### config.mk
export PLATFORM = sky130hd
export DESIGN_NAME = nested_add_sub_expression_evaluator_unit
export DESIGN_NICKNAME = d
export VERILOG_FILES = /design/src/hdl/nasee_pkg.sv /design/src/hdl/nasee_ram.sv /design/src/hdl/nested_add_sub_expression_evaluator_unit.sv
export SDC_FILE = /design/constraint.sdc
export NUM_CORES = 2
export LEC_CHECK = 0
export BUFFER_PORTS_ARGS = -buffer_cell sky130_fd_sc_hd__buf_2
export CORE_MARGIN = 2
export CORE_UTILIZATION = 57
export DETAILED_ROUTE_END_ITERATION = 10
export GPL_TIMING_DRIVEN = 0
export PLACE_DENSITY = 0.74
export SLEW_MARGIN = 10
export SYNTH_ARGS = -nofsm -noshare
export SYNTH_HDL_FRONTEND = slang
export SYNTH_HIERARCHICAL = 1
export SYNTH_SLANG_ARGS = --single-unit
### constraint.sdc
create_clock -name clk -period 6.75 [get_ports clk]
set_input_delay 0.675 -clock clk [delete_from_list [all_inputs] [get_ports clk]]
set_output_delay 0.675 -clock clk [all_outputs]
set_load 0.01 [all_outputs]
### src/hdl/nasee_pkg.sv
// Package for the nested add/subtract expression evaluator.
// Holds the character codes, skip lengths, status codes and default sizes.
// No dependencies.
`default_nettype none

package nasee_pkg;

  localparam int STACK_DEPTH_DEF = 32;
  localparam int DATA_W = 32;
  localparam int CHAR_W = 8;
  localparam int SKIP_W = 4;

  localparam logic [CHAR_W-1:0] CH_ADD   = 8'h61;
  localparam logic [CHAR_W-1:0] CH_SUB   = 8'h73;
  localparam logic [CHAR_W-1:0] CH_CLOSE = 8'h29;
  localparam logic [CHAR_W-1:0] CH_ZERO  = 8'h30;
  localparam logic [CHAR_W-1:0] CH_NINE  = 8'h39;

  // Characters that follow the operator letter and are not looked at.
  localparam logic [SKIP_W-1:0] SKIP_ADD = 4'd3;
  localparam logic [SKIP_W-1:0] SKIP_SUB = 4'd8;

  typedef enum logic [1:0] {
    ST_OK    = 2'd0,
    ST_UNDER = 2'd1,
    ST_OVER  = 2'd2,
    ST_EMPTY = 2'd3
  } status_t;

endpackage

`default_nettype wire

### src/hdl/nasee_ram.sv
// Generic single-write, single-read RAM with registered read data.
// Used for both stacks of the expression evaluator. No dependencies.
`default_nettype none

module nasee_ram #(
  parameter int WIDTH = 32,
  parameter int DEPTH = 32
) (
  input  wire logic                     clk,
  input  wire logic                     wen,
  input  wire logic [$clog2(DEPTH)-1:0] waddr,
  input  wire logic [WIDTH-1:0]         wdata,
  input  wire logic [$clog2(DEPTH)-1:0] raddr,
  output logic      [WIDTH-1:0]         rdata
);

  logic [WIDTH-1:0] mem [DEPTH];

  always_ff @(posedge clk) begin
    if (wen) begin
      mem[waddr] <= wdata;
    end
    rdata <= mem[raddr];
  end

endmodule

`default_nettype wire

### src/hdl/nested_add_sub_expression_evaluator_unit.sv
// Top level of the nested add/subtract expression evaluator.
// Depends on nasee_pkg and nasee_ram.
//
//   Channel  Handshake                  Payload                 Moves per transaction
//   char     char_valid / char_stall    char_code, last_char    one input character
//   result   result_valid / result_stall result_value, status   one evaluated expression
//
// One character is taken every cycle while char_stall is low; each is handled in the cycle it is accepted.
// A result is written into the output register when its last character is accepted.
// char_stall is high only while a finished result waits and result_stall is high.
// The stack tops live in registers; each RAM read port always fetches the entry
// under the top, so back-to-back closing parentheses run at full rate.
// Synchronous reset clears counts and flags; the stack RAMs need no clearing pass.
`default_nettype none

module nested_add_sub_expression_evaluator_unit #(
  parameter int STACK_DEPTH = nasee_pkg::STACK_DEPTH_DEF
) (
  input  wire logic                                clk,
  input  wire logic                                rst,
  input  wire logic                                char_valid,
  output logic                                     char_stall,
  input  wire logic [nasee_pkg::CHAR_W-1:0]        char_code,
  input  wire logic                                last_char,
  output logic                                     result_valid,
  input  wire logic                                result_stall,
  output logic signed [nasee_pkg::DATA_W-1:0]      result_value,
  output nasee_pkg::status_t                       status
);

  import nasee_pkg::*;

  localparam int AW = $clog2(STACK_DEPTH);
  localparam int CW = $clog2(STACK_DEPTH + 1);

  // Evaluator state.
  logic [CW-1:0]     vcount, vcount_next;
  logic [CW-1:0]     ocount, ocount_next;
  logic [DATA_W-1:0] top, top_next;
  logic              op_top, op_top_next;
  logic [DATA_W-1:0] accum, accum_next;
  logic              in_num, in_num_next;
  logic [SKIP_W-1:0] skip, skip_next;
  status_t           err, err_next;

  // RAM ports.
  logic              vwen, owen;
  logic [AW-1:0]     vwaddr, owaddr, vraddr, oraddr;
  logic [DATA_W-1:0] vwdata, vrdata;
  logic              owdata, ordata;

  logic              accept;
  logic              is_digit;
  logic [CW-1:0]     vbelow, obelow;
  logic [DATA_W-1:0] out_value;
  status_t           out_status;

  assign accept     = char_valid && !char_stall;
  assign char_stall = result_valid && result_stall;
  assign is_digit   = (char_code >= CH_ZERO) && (char_code <= CH_NINE);

  always_comb begin
    logic [CW-1:0]     vc_mid;
    logic [CW-1:0]     vc_low;
    logic              num_pushed;
    logic [DATA_W-1:0] left;
    logic [DATA_W-1:0] right;
    logic [DATA_W-1:0] group_val;
    logic [CHAR_W-1:0] digit_val;

    vcount_next = vcount;
    ocount_next = ocount;
    top_next    = top;
    op_top_next = op_top;
    accum_next  = accum;
    in_num_next = in_num;
    skip_next   = skip;
    err_next    = err;
    vwen        = 1'b0;
    vwaddr      = vcount[AW-1:0];
    vwdata      = accum;
    owen        = 1'b0;
    owaddr      = ocount[AW-1:0];
    owdata      = (char_code == CH_SUB);
    out_value   = '0;
    out_status  = ST_OK;
    vc_mid      = vcount;
    vc_low      = vcount - CW'(2);
    num_pushed  = 1'b0;
    left        = vrdata;
    right       = top;
    group_val   = '0;
    digit_val   = char_code - CH_ZERO;

    if (accept) begin
      if (skip != '0) begin
        skip_next = skip - SKIP_W'(1);
      end else if (is_digit) begin
        accum_next  = (accum << 3) + (accum << 1) + {{(DATA_W-4){1'b0}}, digit_val[3:0]};
        in_num_next = 1'b1;
      end else begin
        // Any other character first ends a pending digit run.
        if (in_num) begin
          accum_next  = '0;
          in_num_next = 1'b0;
          if (vcount == CW'(STACK_DEPTH)) begin
            if (err == ST_OK) begin
              err_next = ST_OVER;
            end
          end else begin
            vwen       = 1'b1;
            vwaddr     = vcount[AW-1:0];
            vwdata     = accum;
            top_next   = accum;
            vc_mid     = vcount + CW'(1);
            num_pushed = 1'b1;
          end
        end
        vcount_next = vc_mid;

        if (char_code == CH_ADD || char_code == CH_SUB) begin
          skip_next = (char_code == CH_SUB) ? SKIP_SUB : SKIP_ADD;
          if (ocount == CW'(STACK_DEPTH)) begin
            if (err_next == ST_OK) begin
              err_next = ST_OVER;
            end
          end else begin
            owen        = 1'b1;
            owaddr      = ocount[AW-1:0];
            owdata      = (char_code == CH_SUB);
            op_top_next = (char_code == CH_SUB);
            ocount_next = ocount + CW'(1);
          end
        end else if (char_code == CH_CLOSE) begin
          if (vc_mid < CW'(2) || ocount == '0) begin
            if (err_next == ST_OK) begin
              err_next = ST_UNDER;
            end
          end else begin
            // A number pushed by this same character sits above the old top.
            left        = num_pushed ? top : vrdata;
            right       = num_pushed ? accum : top;
            group_val   = op_top ? (left - right) : (left + right);
            vc_low      = vc_mid - CW'(2);
            vwen        = 1'b1;
            vwaddr      = vc_low[AW-1:0];
            vwdata      = group_val;
            top_next    = group_val;
            vcount_next = vc_mid - CW'(1);
            ocount_next = ocount - CW'(1);
            op_top_next = ordata;
          end
        end
      end

      if (last_char) begin
        if (err_next != ST_OK) begin
          out_status = err_next;
        end else if (in_num_next) begin
          out_value = accum_next;
        end else if (vcount_next != '0) begin
          out_value = top_next;
        end else begin
          out_status = ST_EMPTY;
        end
        vcount_next = '0;
        ocount_next = '0;
        accum_next  = '0;
        in_num_next = 1'b0;
        skip_next   = '0;
        err_next    = ST_OK;
      end
    end
  end

  // Each read port fetches the entry just under the top for the next cycle.
  assign vbelow = vcount_next - CW'(2);
  assign obelow = ocount_next - CW'(2);
  assign vraddr = vbelow[AW-1:0];
  assign oraddr = obelow[AW-1:0];

  nasee_ram #(
    .WIDTH(DATA_W),
    .DEPTH(STACK_DEPTH)
  ) u_value_ram (
    .clk  (clk),
    .wen  (vwen),
    .waddr(vwaddr),
    .wdata(vwdata),
    .raddr(vraddr),
    .rdata(vrdata)
  );

  nasee_ram #(
    .WIDTH(1),
    .DEPTH(STACK_DEPTH)
  ) u_op_ram (
    .clk  (clk),
    .wen  (owen),
    .waddr(owaddr),
    .wdata(owdata),
    .raddr(oraddr),
    .rdata(ordata)
  );

  always_ff @(posedge clk) begin
    if (rst) begin
      vcount       <= '0;
      ocount       <= '0;
      accum        <= '0;
      in_num       <= 1'b0;
      skip         <= '0;
      err          <= ST_OK;
      result_valid <= 1'b0;
    end else begin
      vcount <= vcount_next;
      ocount <= ocount_next;
      accum  <= accum_next;
      in_num <= in_num_next;
      skip   <= skip_next;
      err    <= err_next;
      if (accept && last_char) begin
        result_valid <= 1'b1;
      end else if (!result_stall) begin
        result_valid <= 1'b0;
      end
    end
  end

  always_ff @(posedge clk) begin
    top    <= top_next;
    op_top <= op_top_next;
    if (accept && last_char) begin
      result_value <= $signed(out_value);
      status       <= out_status;
    end
  end

  a_clear_after_last: assert property (@(posedge clk) disable iff (rst)
    accept && last_char |=> vcount == '0 && ocount == '0 && skip == '0 && !in_num)
    else $error("state not cleared after the final character");

  a_result_from_last: assert property (@(posedge clk) disable iff (rst)
    $rose(result_valid) |-> $past(accept && last_char))
    else $error("result appeared without a final character");

  a_error_value_zero: assert property (@(posedge clk) disable iff (rst)
    result_valid && status != ST_OK |-> result_value == '0)
    else $error("nonzero value with an error status");

  a_skip_no_number: assert property (@(posedge clk) disable iff (rst)
    skip != '0 |-> !in_num)
    else $error("digit run pending while skipping");

endmodule

`default_nettype wire

==> out/qor.yml <==
yosys:
  syn-num-nets: 3976
  synthCells: 3859
  ys_seq_area_share_pct: 65.94
  ys.warnings.count: 6
  synth_area_sq_mm: 0.05372
  synth_edf_count: 1123
  async_flop_share_pct: 0
  avgSynthCellArea_sq_um: 13.92
  synth_flop_cell: "edfxtp_1"
  synth_cell_types: 93
  synth-seq-cells: 1208
pwr:
  ir_worst_vdd_uv: 287.8
  pwr_density_cell_mw_per_mm2: 243.7
  p_leak_uw: 0.02141
finish:
  fillCellCount: 6613
  areaGrowthSynthToFinish_pct: 14.01
  drive_gt1_share_pct: 11.80
  nets: 4211
  n_antenna_cell: 0
  final_util_pct: 65.63
  finish.instance_area_sq_mm: 0.06125
timing:
  slew_headroom_pct: 14.72
  finalSetupViolCount: 0
  fin_crit_sh_pct: 97.72
  clock.fmax_mhz: 151.6
  hold_viol_final: 0
  slew_viol_final: 0
  min_period_ns: 6.596
  tightest_slew_ns: 1.268
  fin_worst_skew_ns: 0.08762
worst_setup_path:
  worstSetupPathType: "reg2reg"
  critPathLaunchType: "flip-flop"
  required_ns: 7.24
  crit_path_end_kind: "flip-flop"
  critPathArrivalTime_ns: 7.09
  worst-path-max-fanout: 10
clock_tree:
  cts_tree: "done"
  cts_hold_buf: 0
  insertion_delay_ns: 0.74
  cts_buffers: 116
  clk_pin_slew_ns: 0.07
  clockBufferDepth: 3
  cts_max_level: 3
  cts_sinks: 1208
  cts_root_buffer: "clkbuf_16"
drt:
  post-route-drc-count: 0
  wirelength_um: 140200
  drt-met1-wl_um: 55030
  avgRoutedWirePerCell_um: 25.74
  wl_met3_um: 11180
  vias_per_cell: 6.295
  routed-wl-met2_um: 68410
  drt_iter0_drc: 3653
  drt.antenna.violating_nets: 0
  dr_total_vias: 34290
  top_layer_used: "met5"
  first_pass_iters: 5
placement:
  placed_area_sq_mm: 0.05723
  portBuffers: 47
  place_hpwl_um: 96710
  gp_congestion: 0.9296
floorplan:
  start_util_pct: 57.56
  ioPinCount: 49
  core_sq_mm: 0.09333
  placementRows: 112
  fp.dieH_um: 311.0
  dieArea_sq_mm: 0.09672
  fp.dieW_um: 311.0
min_path:
  min_path_type: "in2reg"
global_route:
  grt_usage_pct: 28.48
  antenna_found_initial: 2
  grt_max_degree: 43
  overflow: 0
  grt_pass1_wl_um: 207500
  grt_pass1_vias: 33330
job:
  drv_cap: 0
run_status:
  status: "finished clean"
[cells in the mapped netlist (all sizes together) (16+ instances only)]
library cell  instances  area (sq um)
a21oi               214          1075
inv                  30         112.6
a22oi               135          1013
clkbuf              105         406.6
a22o                102         893.4
and3                 21         131.4
nand3               129         645.6
a31oi                44         281.5
and2                 16         100.1
nor2                189         709.4
nand2b               19         118.9
ha                  101          1264
dfxtp                85          1702
a21o                 21         157.7
mux2i               561          5628
edfxtp             1123         33720
xnor2                44         392.9
o21ai               124         624.4
buf                 105         730.7
xor2                 60         525.5
nand2               326          1224
nor3                 70         350.3
[stage by stage]
| stage | cells | TNS, ns | setup WS, ns | power (uW) | hold WS [ns] |
|---|---|---|---|---|---|
| 5_1_grt | 5448 | -0.001817 | -0.001817 | 15300 | 0.3066 |
| 6_report | 5448 | 0 | 0.1538 | 14930 | 0.2905 |
| 3_5_place_dp | 5222 | -176.02 | -0.7537 | 8588 | 0.4949 |
| 2_1_floorplan | 3859 | 0 | 0.1913 | 8474 | 0.4581 |
| 4_1_cts | 5442 | 0 | 0.1081 | 14990 | 0.2559 |
| 3_3_place_gp | 5160 | -3062.73 | -3.319 | 8575 | 0.4795 |
[cell families (layout without fill, tap and decap cells)]
group	count (synthesis)	after routing	share of synthesized area (%)
AO/OA/AOI/OAI	761	762	9.421
buffers and inverters	241	575	2.334
adder cells (fa/ha/maj)	104	104	2.464
XOR/XNOR	104	104	1.709
flip-flops	1208	1208	65.94
AND/OR/NAND/NOR	875	875	7.555
multiplexers	566	566	10.58
[flip-flops by register name, indices dropped and copies added (netlist names), 2 cells and up]
name,flops
u_value_ram/mem,1024
accum,32
result_value,32
top,32
u_op_ram/mem,32
u_value_ram/rdata,32
ocount,6
vcount,6
skip,4
err,2
status,2
[worst paths after layout]
check	cells past startpoint	from	endpoint	slack, ns
setup reg to reg	24	vcount[0]$_SDFF_PP0_	u_value_ram/rdata[10]$_DFF_P_	0.15
hold reg to reg	2	result_valid$_SDFFE_PP0P_	result_valid$_SDFFE_PP0P_	0.50
setup / recovery	24	vcount[0]$_SDFF_PP0_	u_value_ram/rdata[10]$_DFF_P_	0.15
hold / removal	3	result_stall	result_valid$_SDFFE_PP0P_	0.29
[area by class of cell]
class                           instances  area [sq um]  area share [%]
Inverter                               31         117.6          0.1920
Timing Repair Buffer                  117          1569           2.562
Multi-Input combinational cell       2411         17570           28.68
Clock inverter                         53         591.8          0.9662
Tap cell                             1254          1569           2.562
Clock buffer                          165          3261           5.323
Sequential cell                      1208         35420           57.84
Buffer                                209          1152           1.881
[layout by cell type, fill, tap and decap left out, drive strengths merged, types with 101 or more instances in the layout]
master,Yosys,routed
nand2,326,326
buf,105,221
o21ai,124,125
edfxtp,1123,1123
a22o,102,102
clkbuf,105,269
ha,101,101
nor2,189,189
mux2i,561,561
nand3,129,129
a21oi,214,214
a22oi,135,135
[report_power, final]
part	leakage [uW]	switching, uW	internal [uW]	total [uW]
Sequential	0.0122	25.2	8090	8120
Clock	0.00188	2770	3720	6480
Combinational	0.00729	225	103	329
[repair_timing]
action / 4_1_cts / 5_1_grt
buffers inserted: 2 / 6
gates cloned: 1 / 0
gates resized for setup: 9 / 18
setup endpoints to repair: 657 / 205
pin swaps: 2 / 2
[metal layers]
metal  up-vias  GRT usage [%]
li1      15370              -
met1     16910          37.21
met2      1678          47.51
met3       337          5.152
met4         4          11.17
met5         -              0
[critical path, stage by stage, from the launching register on]
cell       delay [ns]
dfxtp_1          0.35
buf_6            0.14
inv_1            0.10
ha_1             0.21
nand4bb_1        0.08
buf_2            0.21
o21a_1           0.24
mux2i_4          0.40
inv_2            0.17
ha_1             0.27
and4_1           0.20
nor3_1           0.38
o211ai_1         0.23
xnor2_1          0.23
a21oi_1          0.09
o21ai_1          0.14
o21a_1           0.26
nand3_1          0.17
xor2_2           0.44
or2_2            0.20
clkbuf_1         0.42
clkbuf_2         0.45
nor3_1           0.16
a31oi_1          0.59
nand3_1          0.19
No activity file was read; power rests on OpenSTA's default activity.
